[config.mk]
export PLATFORM = sky130hd
export DESIGN_NAME = dht11_single_wire_receiver
export DESIGN_NICKNAME = d
export VERILOG_FILES = /design/src/rtl/dht11_pkg.sv /design/src/rtl/dht11_single_wire_receiver.sv
export SDC_FILE = /design/constraint.sdc
export NUM_CORES = 1
export LEC_CHECK = 0
export ABC_AREA = 1
export BUFFER_PORTS_ARGS = -buffer_cell sky130_fd_sc_hd__buf_2
export CORE_ASPECT_RATIO = 1.5
export CORE_MARGIN = 2
export CORE_UTILIZATION = 57
export DETAILED_ROUTE_END_ITERATION = 16
export GPL_ROUTABILITY_DRIVEN = 0
export MAX_ROUTING_LAYER = met4
export PLACE_DENSITY = 0.84
export SLEW_MARGIN = 10
export SYNTH_ARGS = -nofsm -noshare
export SYNTH_HDL_FRONTEND = slang
export SYNTH_SLANG_ARGS = --single-unit
[constraint.sdc]
create_clock -name clk -period 3.95 [get_ports clk]
set_input_delay 0.1975 -clock clk [delete_from_list [all_inputs] [get_ports clk]]
set_output_delay 0.1975 -clock clk [all_outputs]
set_load 0.01 [all_outputs]
[src/rtl/dht11_pkg.sv]
`default_nettype none
package dht11_pkg;

  localparam int unsigned BYTES_PER_FRAME = 5;
  localparam int unsigned BITS_PER_BYTE   = 8;

  localparam int unsigned TICK_W = 16;
  localparam int unsigned DELAY_W = 8;
  localparam int unsigned CNT_W = 3;
  localparam int unsigned ADDR_W = 4;
  localparam int unsigned DATA_W = 32;

  // register map, byte address = 4 * index
  localparam logic [1:0] REG_REQUEST_LOW      = 2'd0;
  localparam logic [1:0] REG_SAMPLE_DELAY     = 2'd1;
  localparam logic [1:0] REG_RESPONSE_TIMEOUT = 2'd2;

  localparam logic [TICK_W-1:0]  REQUEST_LOW_RESET      = 16'd20000;
  localparam logic [DELAY_W-1:0] SAMPLE_DELAY_RESET     = 8'd30;
  localparam logic [TICK_W-1:0]  RESPONSE_TIMEOUT_RESET = 16'd2000;

  localparam logic [CNT_W-1:0] LAST_BIT  = CNT_W'(BITS_PER_BYTE - 1);
  localparam logic [CNT_W-1:0] LAST_BYTE = CNT_W'(BYTES_PER_FRAME - 1);

  typedef enum logic [2:0] {
    PH_IDLE      = 3'd0,
    PH_REQUEST   = 3'd1,
    PH_WAIT_RESP = 3'd2,
    PH_RESP_LOW  = 3'd3,
    PH_RESP_HIGH = 3'd4,
    PH_WAIT_RISE = 3'd5,
    PH_SAMPLE    = 3'd6,
    PH_WAIT_FALL = 3'd7
  } phase_t;

  typedef struct packed {
    logic start_req;
    logic pin_level;
  } item_t;

  typedef struct packed {
    logic             drive_low;
    logic             byte_valid;
    logic [7:0]       byte_value;
    logic [CNT_W-1:0] byte_index;
    logic             last_byte;
    logic             timed_out;
    logic             busy_res;
  } result_t;

endpackage
`default_nettype wire

[src/rtl/dht11_single_wire_receiver.sv]
`default_nettype none
// A result appears in the output register in the cycle after its transaction is taken.
// Throughput: one transaction per cycle; the next item is taken in the same cycle the held
//   result is taken, so the input stalls only while the output register is full and stalled.
// Reset (rst, synchronous, active high): phase idle, counters and shift register cleared,
//   configuration registers back to 20000 / 30 / 2000 ticks, no result held.
module dht11_single_wire_receiver
  import dht11_pkg::*;
(
  input  wire logic              clk,
  input  wire logic              rst,
  // input channel: one transaction per microsecond tick
  input  wire logic              item_valid,
  output logic                   item_stall,
  input  wire item_t             item,
  // result channel: one transaction per input transaction
  output logic                   result_valid,
  input  wire logic              result_stall,
  output result_t                result,
  // configuration port
  input  wire logic              psel,
  input  wire logic              penable,
  input  wire logic              pwrite,
  input  wire logic [ADDR_W-1:0] paddr,
  input  wire logic [DATA_W-1:0] pwdata,
  output logic      [DATA_W-1:0] prdata,
  output logic                   pready
);

  // ---------------------------------------------------------------------------
  // Configuration registers
  // ---------------------------------------------------------------------------
  logic [TICK_W-1:0]  request_low_ticks;
  logic [DELAY_W-1:0] sample_delay_ticks;
  logic [TICK_W-1:0]  response_timeout_ticks;
  logic               cfg_write;
  logic [1:0]         cfg_index;

  assign pready    = 1'b1;
  assign cfg_index = paddr[3:2];
  assign cfg_write = psel && penable && pwrite && pready;

  always_ff @(posedge clk) begin
    if (rst) begin
      request_low_ticks      <= REQUEST_LOW_RESET;
      sample_delay_ticks     <= SAMPLE_DELAY_RESET;
      response_timeout_ticks <= RESPONSE_TIMEOUT_RESET;
    end else if (cfg_write) begin
      case (cfg_index)
        REG_REQUEST_LOW:      request_low_ticks      <= pwdata[TICK_W-1:0];
        REG_SAMPLE_DELAY:     sample_delay_ticks     <= pwdata[DELAY_W-1:0];
        REG_RESPONSE_TIMEOUT: response_timeout_ticks <= pwdata[TICK_W-1:0];
        default: ;  // unmapped address, write dropped
      endcase
    end
  end

  always_comb begin
    case (cfg_index)
      REG_REQUEST_LOW:      prdata = {{(DATA_W-TICK_W){1'b0}}, request_low_ticks};
      REG_SAMPLE_DELAY:     prdata = {{(DATA_W-DELAY_W){1'b0}}, sample_delay_ticks};
      REG_RESPONSE_TIMEOUT: prdata = {{(DATA_W-TICK_W){1'b0}}, response_timeout_ticks};
      default:              prdata = '0;
    endcase
  end

  // ---------------------------------------------------------------------------
  // Handshake: the output register frees itself the same cycle it is taken,
  // so input and output move together at one transaction per cycle unless the result side stalls.
  // ---------------------------------------------------------------------------
  logic take;

  assign item_stall = result_valid && result_stall;
  assign take       = item_valid && !item_stall;

  // ---------------------------------------------------------------------------
  // Receiver state
  // ---------------------------------------------------------------------------
  phase_t             phase, phase_next;
  logic [TICK_W-1:0]  tick_count, tick_count_next;
  logic [7:0]         shift_reg, shift_reg_next;
  logic [CNT_W-1:0]   bit_count, bit_count_next;
  logic [CNT_W-1:0]   byte_count, byte_count_next;
  logic [TICK_W-1:0]  tick_inc;
  logic [7:0]         shifted;
  result_t            result_next;

  // tick counter saturates at all ones
  assign tick_inc = (tick_count == '1) ? tick_count : tick_count + 1'b1;
  assign shifted  = {shift_reg[6:0], item.pin_level};

  always_comb begin
    phase_next      = phase;
    tick_count_next = tick_count;
    shift_reg_next  = shift_reg;
    bit_count_next  = bit_count;
    byte_count_next = byte_count;
    result_next     = '0;

    if (item.start_req) begin
      // start wins in every phase; the wire is ignored on this tick
      phase_next      = PH_REQUEST;
      tick_count_next = '0;
      shift_reg_next  = '0;
      bit_count_next  = '0;
      byte_count_next = '0;
    end else begin
      case (phase)
        PH_REQUEST: begin
          tick_count_next = tick_inc;
          if (tick_inc >= request_low_ticks) begin
            phase_next      = PH_WAIT_RESP;
            tick_count_next = '0;
          end
        end
        PH_WAIT_RESP: begin
          if (!item.pin_level) begin
            phase_next      = PH_RESP_LOW;
            tick_count_next = '0;
          end else if (tick_count >= response_timeout_ticks) begin
            result_next.timed_out = 1'b1;
            phase_next            = PH_IDLE;
            tick_count_next       = '0;
          end else begin
            tick_count_next = tick_inc;
          end
        end
        PH_RESP_LOW: begin
          if (item.pin_level) phase_next = PH_RESP_HIGH;
        end
        PH_RESP_HIGH: begin
          if (!item.pin_level) phase_next = PH_WAIT_RISE;
        end
        PH_WAIT_RISE: begin
          if (item.pin_level) begin
            phase_next      = PH_SAMPLE;
            tick_count_next = '0;
          end
        end
        PH_SAMPLE: begin
          tick_count_next = tick_inc;
          if (tick_inc >= {{(TICK_W-DELAY_W){1'b0}}, sample_delay_ticks}) begin
            tick_count_next = '0;
            shift_reg_next  = shifted;
            phase_next      = item.pin_level ? PH_WAIT_FALL : PH_WAIT_RISE;
            if (bit_count >= LAST_BIT) begin
              // byte complete
              result_next.byte_valid = 1'b1;
              result_next.byte_value = shifted;
              result_next.byte_index = byte_count;
              result_next.last_byte  = (byte_count >= LAST_BYTE);
              shift_reg_next         = '0;
              bit_count_next         = '0;
              byte_count_next        = byte_count + 1'b1;
              if (byte_count >= LAST_BYTE) begin
                phase_next      = PH_IDLE;
                byte_count_next = '0;
              end
            end else begin
              bit_count_next = bit_count + 1'b1;
            end
          end
        end
        PH_WAIT_FALL: begin
          if (!item.pin_level) phase_next = PH_WAIT_RISE;
        end
        default: phase_next = PH_IDLE;
      endcase
    end

    result_next.drive_low = (phase_next == PH_REQUEST);
    result_next.busy_res  = (phase_next != PH_IDLE);
  end

  always_ff @(posedge clk) begin
    if (rst) begin
      phase      <= PH_IDLE;
      tick_count <= '0;
      shift_reg  <= '0;
      bit_count  <= '0;
      byte_count <= '0;
    end else if (take) begin
      phase      <= phase_next;
      tick_count <= tick_count_next;
      shift_reg  <= shift_reg_next;
      bit_count  <= bit_count_next;
      byte_count <= byte_count_next;
    end
  end

  // ---------------------------------------------------------------------------
  // Result register
  // ---------------------------------------------------------------------------
  always_ff @(posedge clk) begin
    if (rst) begin
      result_valid <= 1'b0;
    end else if (take) begin
      result_valid <= 1'b1;
    end else if (!result_stall) begin
      result_valid <= 1'b0;
    end
  end

  always_ff @(posedge clk) begin
    if (take) begin
      result <= result_next;
    end
  end

  // ---------------------------------------------------------------------------
  // Assertions
  // ---------------------------------------------------------------------------
  a_start_drives: assert property (@(posedge clk) disable iff (rst)
    take && item.start_req |=> result_valid && result.drive_low && result.busy_res)
    else $error("start transaction did not drive the wire low");

  a_timeout_ends: assert property (@(posedge clk) disable iff (rst)
    result_valid && result.timed_out |-> !result.busy_res && !result.byte_valid)
    else $error("timeout result while still busy or presenting a byte");

  a_last_ends: assert property (@(posedge clk) disable iff (rst)
    result_valid && result.byte_valid && result.last_byte |->
      !result.busy_res && result.byte_index == LAST_BYTE)
    else $error("last byte did not close the frame");

  a_index_range: assert property (@(posedge clk) disable iff (rst)
    result_valid && result.byte_valid |-> result.byte_index <= LAST_BYTE)
    else $error("byte index beyond frame");

  a_stall_blocks: assert property (@(posedge clk) disable iff (rst)
    result_valid && result_stall && item_valid |=> $stable(phase) && result_valid)
    else $error("state advanced while result register was full");

endmodule
`default_nettype wire

==> qor.yml, run 1 <==
power:
  power.leakage_nw: 2.86
  powerDensity_nw_per_um2: 337
  ir_drop_uv: 272
sta:
  fin_tns_setup_ps: 0
  tightest_slew_ps: 746
  fin_skew_ps: 7.45
  fin_crit_sh_pct: 90.9
  slew_viol_final: 0
  relSlewSlack_pct: 50.2
  hold_viol: 0
  setup_ws_ps: 358
  rsz0062_at_grt: "no"
  post-route-min-period_ps: 3590
  setup_viol: 0
  fmax_ghz: 0.278
floorplan:
  die_w_um: 84.3
  ios: 96
  chipHeight_um: 124
  core_area_um2: 9520
  start_util_pct: 57.9
  rows: 44
  die-area_um2: 10500
drt:
  first_pass_iters: 5
  vias: 5036
  wirelength_mm: 13.5
  drc: 0
  routedWlPerCell_um: 15.0
  drt_iter0_markers: 308
  postRouteAntennaNets: 0
  via_per_inst: 5.58
synthesis:
  synth-async-reset-ratio_pct: 0
  ys_seq_elements: 89
  synth_ff_type: "dfxtp_1"
  ys_seq_area_share_pct: 35.2
  yosysWarnings: 0
  synth.avg_cell_area_um2: 7.56
  yosysUniqueCellTypes: 41
  synth_edf_count: 16
  synthesis.area_um2: 5510
  syn_inst: 729
cells_and_area:
  layout.nets: 872
  fin_cells: 902
  drive_gt1_share_pct: 17.8
  diodes: 0
  final_util_pct: 64.2
  area_growth_pct: 10.9
place:
  io_buffers: 60
  dp_hpwl_mm: 10.2
  dp.cells: 886
  dp_worst_setup_slack_ps: 353
critical_path:
  critPathArrivalTime_ps: 3680
  start_kind: "flip-flop"
  crit_type: "flip-flop to flip-flop"
  r2r_end: "result[0]$_DFFE_PP_"
  r2r_setup_slack_ps: 360
  worstRegToRegCells: 18
  cp-end-kind: "flip-flop"
  worst_r2r_startpoint: "tick_count[0]$_SDFFE_PP0P_"
  cp_data_required_time_ps: 4040
  cp_max_fo: 14
clock_network:
  ctsLongestPathBuffers: 2
  cts_buffers: 9
  htree_levels: 3
  cts_sinks: 89
  clk_pin_slew_ps: 70
  hold_buffers: 0
  post-cts-setup-buffers: 0
  cts_tree: "done"
  postCtsResizedCells: 0
  root_buffer: "clkbuf_16"
  clkLatencyLatePin_ps: 360
status:
  outcome: "complete, no violations"
global_route:
  grt_pass1_wl_mm: 22.0
  grt_max_degree: 47
  overflow: 0
  grt_pass1_vias: 4886
  antenna_found_initial: 0
  grt_usage_pct: 26.8
hold_path:
  min-delay-start: "pwdata[8]"
  whs_path_depth: 3
  hold_class: "input port to flip-flop"
  hold_end: "response_timeout_ticks[8]$_SDFFE_PP1P_"
flow_run:
  maxCapViolations: 0
## through the flow
step                      area [um2]  hold slack [ps]  total power (W)
after floorplan                 5570              328          0.00114
after global placement          5810              429          0.00119
after detailed placement        5810              437          0.00120
after CTS                       6120             70.5          0.00206
after global routing            6120             90.8          0.00212
final                           6120             67.4          0.00206
## power by group
group	switching, W	internal (W)	total (W)
sequential	0.0000133	0.000951	0.000964
combinational	0.000148	0.0000661	0.000214
clock	0.000401	0.000479	0.000880
total	0.000563	0.00150	0.00206
## layout by cell type, fill, tap and decap left out, types with 5 or more instances in the layout
| cell | n |
|---|---|
| nand2_1 | 146 |
| inv_1 | 100 |
| dfxtp_1 | 73 |
| nor2_1 | 61 |
| buf_2 | 60 |
| a21oi_1 | 59 |
| ha_1 | 45 |
| o21ai_0 | 39 |
| nand3_1 | 28 |
| conb_1 | 17 |
| edfxtp_1 | 16 |
| nand3_2 | 15 |
| o211ai_1 | 15 |
| a21oi_2 | 14 |
| nand4_1 | 10 |
| clkbuf_16 | 10 |
| o22ai_1 | 8 |
| nor2_4 | 7 |
| nor2_2 | 7 |
| o221ai_1 | 7 |
| inv_2 | 5 |
| nand2_2 | 5 |
| nor3_1 | 5 |
## cells in the mapped netlist (7+ instances only)
cell type,n,area share (%)
edfxtp_1,16,8.7
clkbuf_1,14,0.95
nor2_1,61,4.2
nor2_4,7,1.4
o221ai_1,7,1.1
a21oi_2,14,2.2
nor2_2,7,0.79
nand2_1,146,9.9
o22ai_1,8,0.91
o211ai_1,15,2.0
nand3_1,28,2.5
a21oi_1,59,5.4
buf_4,18,2.5
nand3_2,15,2.7
ha_1,45,10
o21ai_0,39,3.5
inv_1,101,6.9
nand4_1,10,1.1
dfxtp_1,73,27
## metal layers
metal	global-route usage [%]	wire [um]	share of wire (%)
met2	47.8	7320	54
met4	17.3	612	4.5
met5	-	0	0
met3	4.11	721	5.3
met1	26.5	4870	36
## layout make-up
class / count / area (um2)
Clock buffer: 10 / 250
Clock inverter: 6 / 58.8
Fill cell: 777 / 3410
Inverter: 106 / 398
Multi-Input combinational cell: 513 / 3000
Sequential cell: 89 / 1940
Tap cell: 115 / 144
Timing Repair Buffer: 63 / 323
## logic make-up (layout without fill, tap and decap cells)
family          after synthesis  count (layout)  synth area share [%]
simple gates                293             293                  25.6
buf+inv                     142             185                  11.4
other cells                   2              17                 0.136
flops                        89              89                  35.2
compound gates              151             151                  16.4
xor+xnor                      7               7                  1.11
fa+ha+maj                    45              45                  10.2
## worst max-delay path: stages, from the launching register on
cell     delay [ps]
dfxtp_1         440
ha_1            260
inv_1            90
nor2_4          180
nand2_4          90
nor2_4          180
inv_2           140
nand2_1         170
ha_1            270
a21oi_1         160
nor2_1           50
nor3_1          380
nand3_2         160
nor2_4          140
nand3_4         110
nand2_1          70
nand2_1          40
nor3_1          250
nand3_1         130
## how the worst max path moves through the flow
stage                                     from             endpoint  depth (start not counted)
finish              tick_count[0]$_SDFFE_PP0P_  result[0]$_DFFE_PP_                         18
floorplan           tick_count[0]$_SDFFE_PP0P_  result[0]$_DFFE_PP_                         19
global placement    tick_count[0]$_SDFFE_PP0P_  result[0]$_DFFE_PP_                         18
detailed placement  tick_count[0]$_SDFFE_PP0P_  result[0]$_DFFE_PP_                         18
global route        tick_count[0]$_SDFFE_PP0P_  result[0]$_DFFE_PP_                         18
CTS                 tick_count[0]$_SDFFE_PP0P_  result[0]$_DFFE_PP_                         18
Power figures use the tool's default switching activity.
==> inputs of run 2 (changes only) <==
--- a/config.mk
+++ b/config.mk
@@ -7,13 +7,17 @@
 export LEC_CHECK = 0
 export ABC_AREA = 1
 export BUFFER_PORTS_ARGS = -buffer_cell sky130_fd_sc_hd__buf_2
+export CAP_MARGIN = 10
+export CELL_PAD_IN_SITES_DETAIL_PLACEMENT = 1
+export CELL_PAD_IN_SITES_GLOBAL_PLACEMENT = 2
 export CORE_ASPECT_RATIO = 1.5
 export CORE_MARGIN = 2
-export CORE_UTILIZATION = 57
+export CORE_UTILIZATION = 32
+export CTS_CLUSTER_SIZE = 20
 export DETAILED_ROUTE_END_ITERATION = 16
 export GPL_ROUTABILITY_DRIVEN = 0
 export MAX_ROUTING_LAYER = met4
-export PLACE_DENSITY = 0.84
+export PLACE_DENSITY = 0.83
 export SLEW_MARGIN = 10
 export SYNTH_ARGS = -nofsm -noshare
 export SYNTH_HDL_FRONTEND = slang
==> qor.yml, run 2 (synthesized netlist as in run 1, its figures left out) <==
sta:
  fmax_ghz: 0.289  # +3.7%
  holdWs_ps: 80.6  # +13.3 ps
  tightest_slew_ps: 690  # -55.5 ps
  hold_viol: 0  # unchanged
  slew_viol_final: 0  # unchanged
  fin_skew_ps: 9.12  # +1.66 ps
  rsz0062_at_grt: "no"
  post-route-min-period_ps: 3460  # -128 ps
  fin_tns_setup_ps: 0  # unchanged
  fin_crit_sh_pct: 87.7  # -3.2 points
  setup_viol: 0  # unchanged
  setup_ws_ps: 486  # +128 ps
  relSlewSlack_pct: 53.8  # +3.6 points
power:
  power_w: 0.00210  # +2.0%
  powerDensity_nw_per_um2: 335  # -0.46%
  power.leakage_nw: 2.88  # +0.50%
  ir_drop_uv: 209  # -23%
floorplan:
  die_w_um: 111  # +32%
  start_util_pct: 32.8  # -25 points
  core_area_um2: 16800  # +77%
  die-area_um2: 18300  # +75%
  chipHeight_um: 165  # +32%
  rows: 58  # +32%
  ios: 96  # unchanged
global_route:
  grt_pass1_wl_mm: 26.3  # +20%
  antenna_found_initial: 0  # unchanged
  overflow: 0  # unchanged
  grt_pass1_vias: 5389  # +10%
  grt_max_degree: 48  # +2.1%
  grt_usage_pct: 18.8  # -8.0 points
cells_and_area:
  layout.nets: 874  # +0.23%
  multi_input_area_um2: 3010  # +0.42%
  fillers: 2113  # +170%
  drive_gt1_share_pct: 17.7  # -0.045 points
  diodes: 0  # unchanged
  final_common_cell: "nand2_1"
  seqCellArea_um2: 1940  # unchanged
  final_cell_mix: "nand2_1 (146), inv_1 (101), dfxtp_1 (73)"
  area_growth_pct: 13.7
  final_util_pct: 37.2  # -27 points
drt:
  via_per_inst: 5.03  # -9.9%
  postRouteAntennaNets: 0  # unchanged
  wirelength_mm: 16.3  # +20%
  routedWlPerCell_um: 16.3  # +8.7%
  vias: 5028  # -0.16%
  drt_iter0_markers: 197  # -36%
  drc: 0  # unchanged
  first_pass_iters: 4  # -1
critical_path:
  cp_num_cells: 18  # unchanged
  worstRegToRegCells: 18  # unchanged
  r2r_end: "result[0]$_DFFE_PP_"
  worst_r2r_startpoint: "tick_count[0]$_SDFFE_PP0P_"
  critPathArrivalTime_ps: 3560  # -120 ps
  crit_buf_inv: 2  # unchanged
  cp-end-kind: "flip-flop"
  endpoint: "result[0]$_DFFE_PP_"
  cp-startpoint: "tick_count[0]$_SDFFE_PP0P_"
  start_kind: "flip-flop"
  critPathSlowestCell: "dfxtp_1"
  r2r_setup_slack_ps: 490  # +130 ps
  path_cells: "ha_1, inv_1, nor2_4, nand2_4, nor2_4, inv_2, nand2_1, ha_1, a21oi_1, nor2_1, nor3_2, nand3_2, nor2_4, nand3_4, nand2_1, nand2_1, nor3_1, nand3_1"
  crit_type: "flip-flop to flip-flop"
  cp_top_family: "simple AND/OR/NAND/NOR gates"
  cp_max_fo: 14  # unchanged
  cp_data_required_time_ps: 4040  # about the same
  slowest_delay_ps: 420  # -20 ps
clock_network:
  cts_sinks: 89  # unchanged
  post-cts-setup-buffers: 0  # unchanged
  hold_buffers: 0  # unchanged
  cts_buffers: 9  # unchanged
  cts_tree: "done"
  clk_pin_slew_ps: 70  # about the same
  htree_levels: 3  # unchanged
  root_buffer: "clkbuf_16"
  ctsLongestPathBuffers: 2  # unchanged
  clkLatencyLatePin_ps: 350  # about the same
place:
  dp_worst_setup_slack_ps: 311  # -42.3 ps
  dp_hpwl_mm: 12.8  # +26%
  io_buffers: 60  # unchanged
hold_path:
  hold_class: "input port to flip-flop"
  whs_path_depth: 3  # unchanged
flow_run:
  maxCapViolations: 0  # unchanged
status:
  outcome: "complete, no violations"
-- run 2: worst min-delay path by stage --
stage | from | to
final | pwdata[8] | response_timeout_ticks[8]$_SDFFE_PP1P_
after global routing | pwdata[11] | request_low_ticks[11]$_SDFFE_PP1P_
after CTS | pwdata[10] | response_timeout_ticks[10]$_SDFFE_PP1P_
after detailed placement | pwdata[10] | response_timeout_ticks[10]$_SDFFE_PP1P_
after global placement | pwdata[14] | request_low_ticks[14]$_SDFFE_PP1P_
after floorplan | pwdata[10] | request_low_ticks[10]$_SDFFE_PP1P_
-- run 2: cell type report --
class	count	area share, %
multi-input cells	513	48.1
flip-flops and latches	89	31.0
inverters	106	6.34
repair buffers	65	5.39
well taps	210	4.19
clock buffers	12	4.11
clock inverters	4	0.938
-- run 2: stage by stage --
stage	std cells	area, um2
global placement	983	5940
detailed placement	983	5940
floorplan	744	5570
global route	999	6270
CTS	999	6260
finish	999	6270
-- run 2: report_power, final --
group          switching [W]  internal (W)  leakage [nW]
Clock               0.000377      0.000536         0.154
Combinational       0.000156     0.0000673          1.97
Sequential         0.0000134      0.000951         0.754
-- run 2: timing repair --
item / 4_1_cts / 5_1_grt
hold endpoints to repair: 0 / 0
resized for setup: 0 / 2
setup endpoints to repair: 0 / 2
-- run 2: per-layer routing --
metal,up-vias,wire [um],GRT usage (%)
met1,2412,6240,18.1
met2,97,9160,37.0
met4,0,484,8.31
met3,31,396,2.46
met5,-,0,-
li1,2488,-,-
-- run 2: worst register-to-register path: cells and delay by family, from the launching register on --
kind | cells | cell delay (ps)
AO/OA/AOI/OAI | 1 | 150
adder cells (fa/ha/maj) | 2 | 530
buffers and inverters | 2 | 240
flip-flops | 1 | 420
AND/OR/NAND/NOR | 13 | 1840
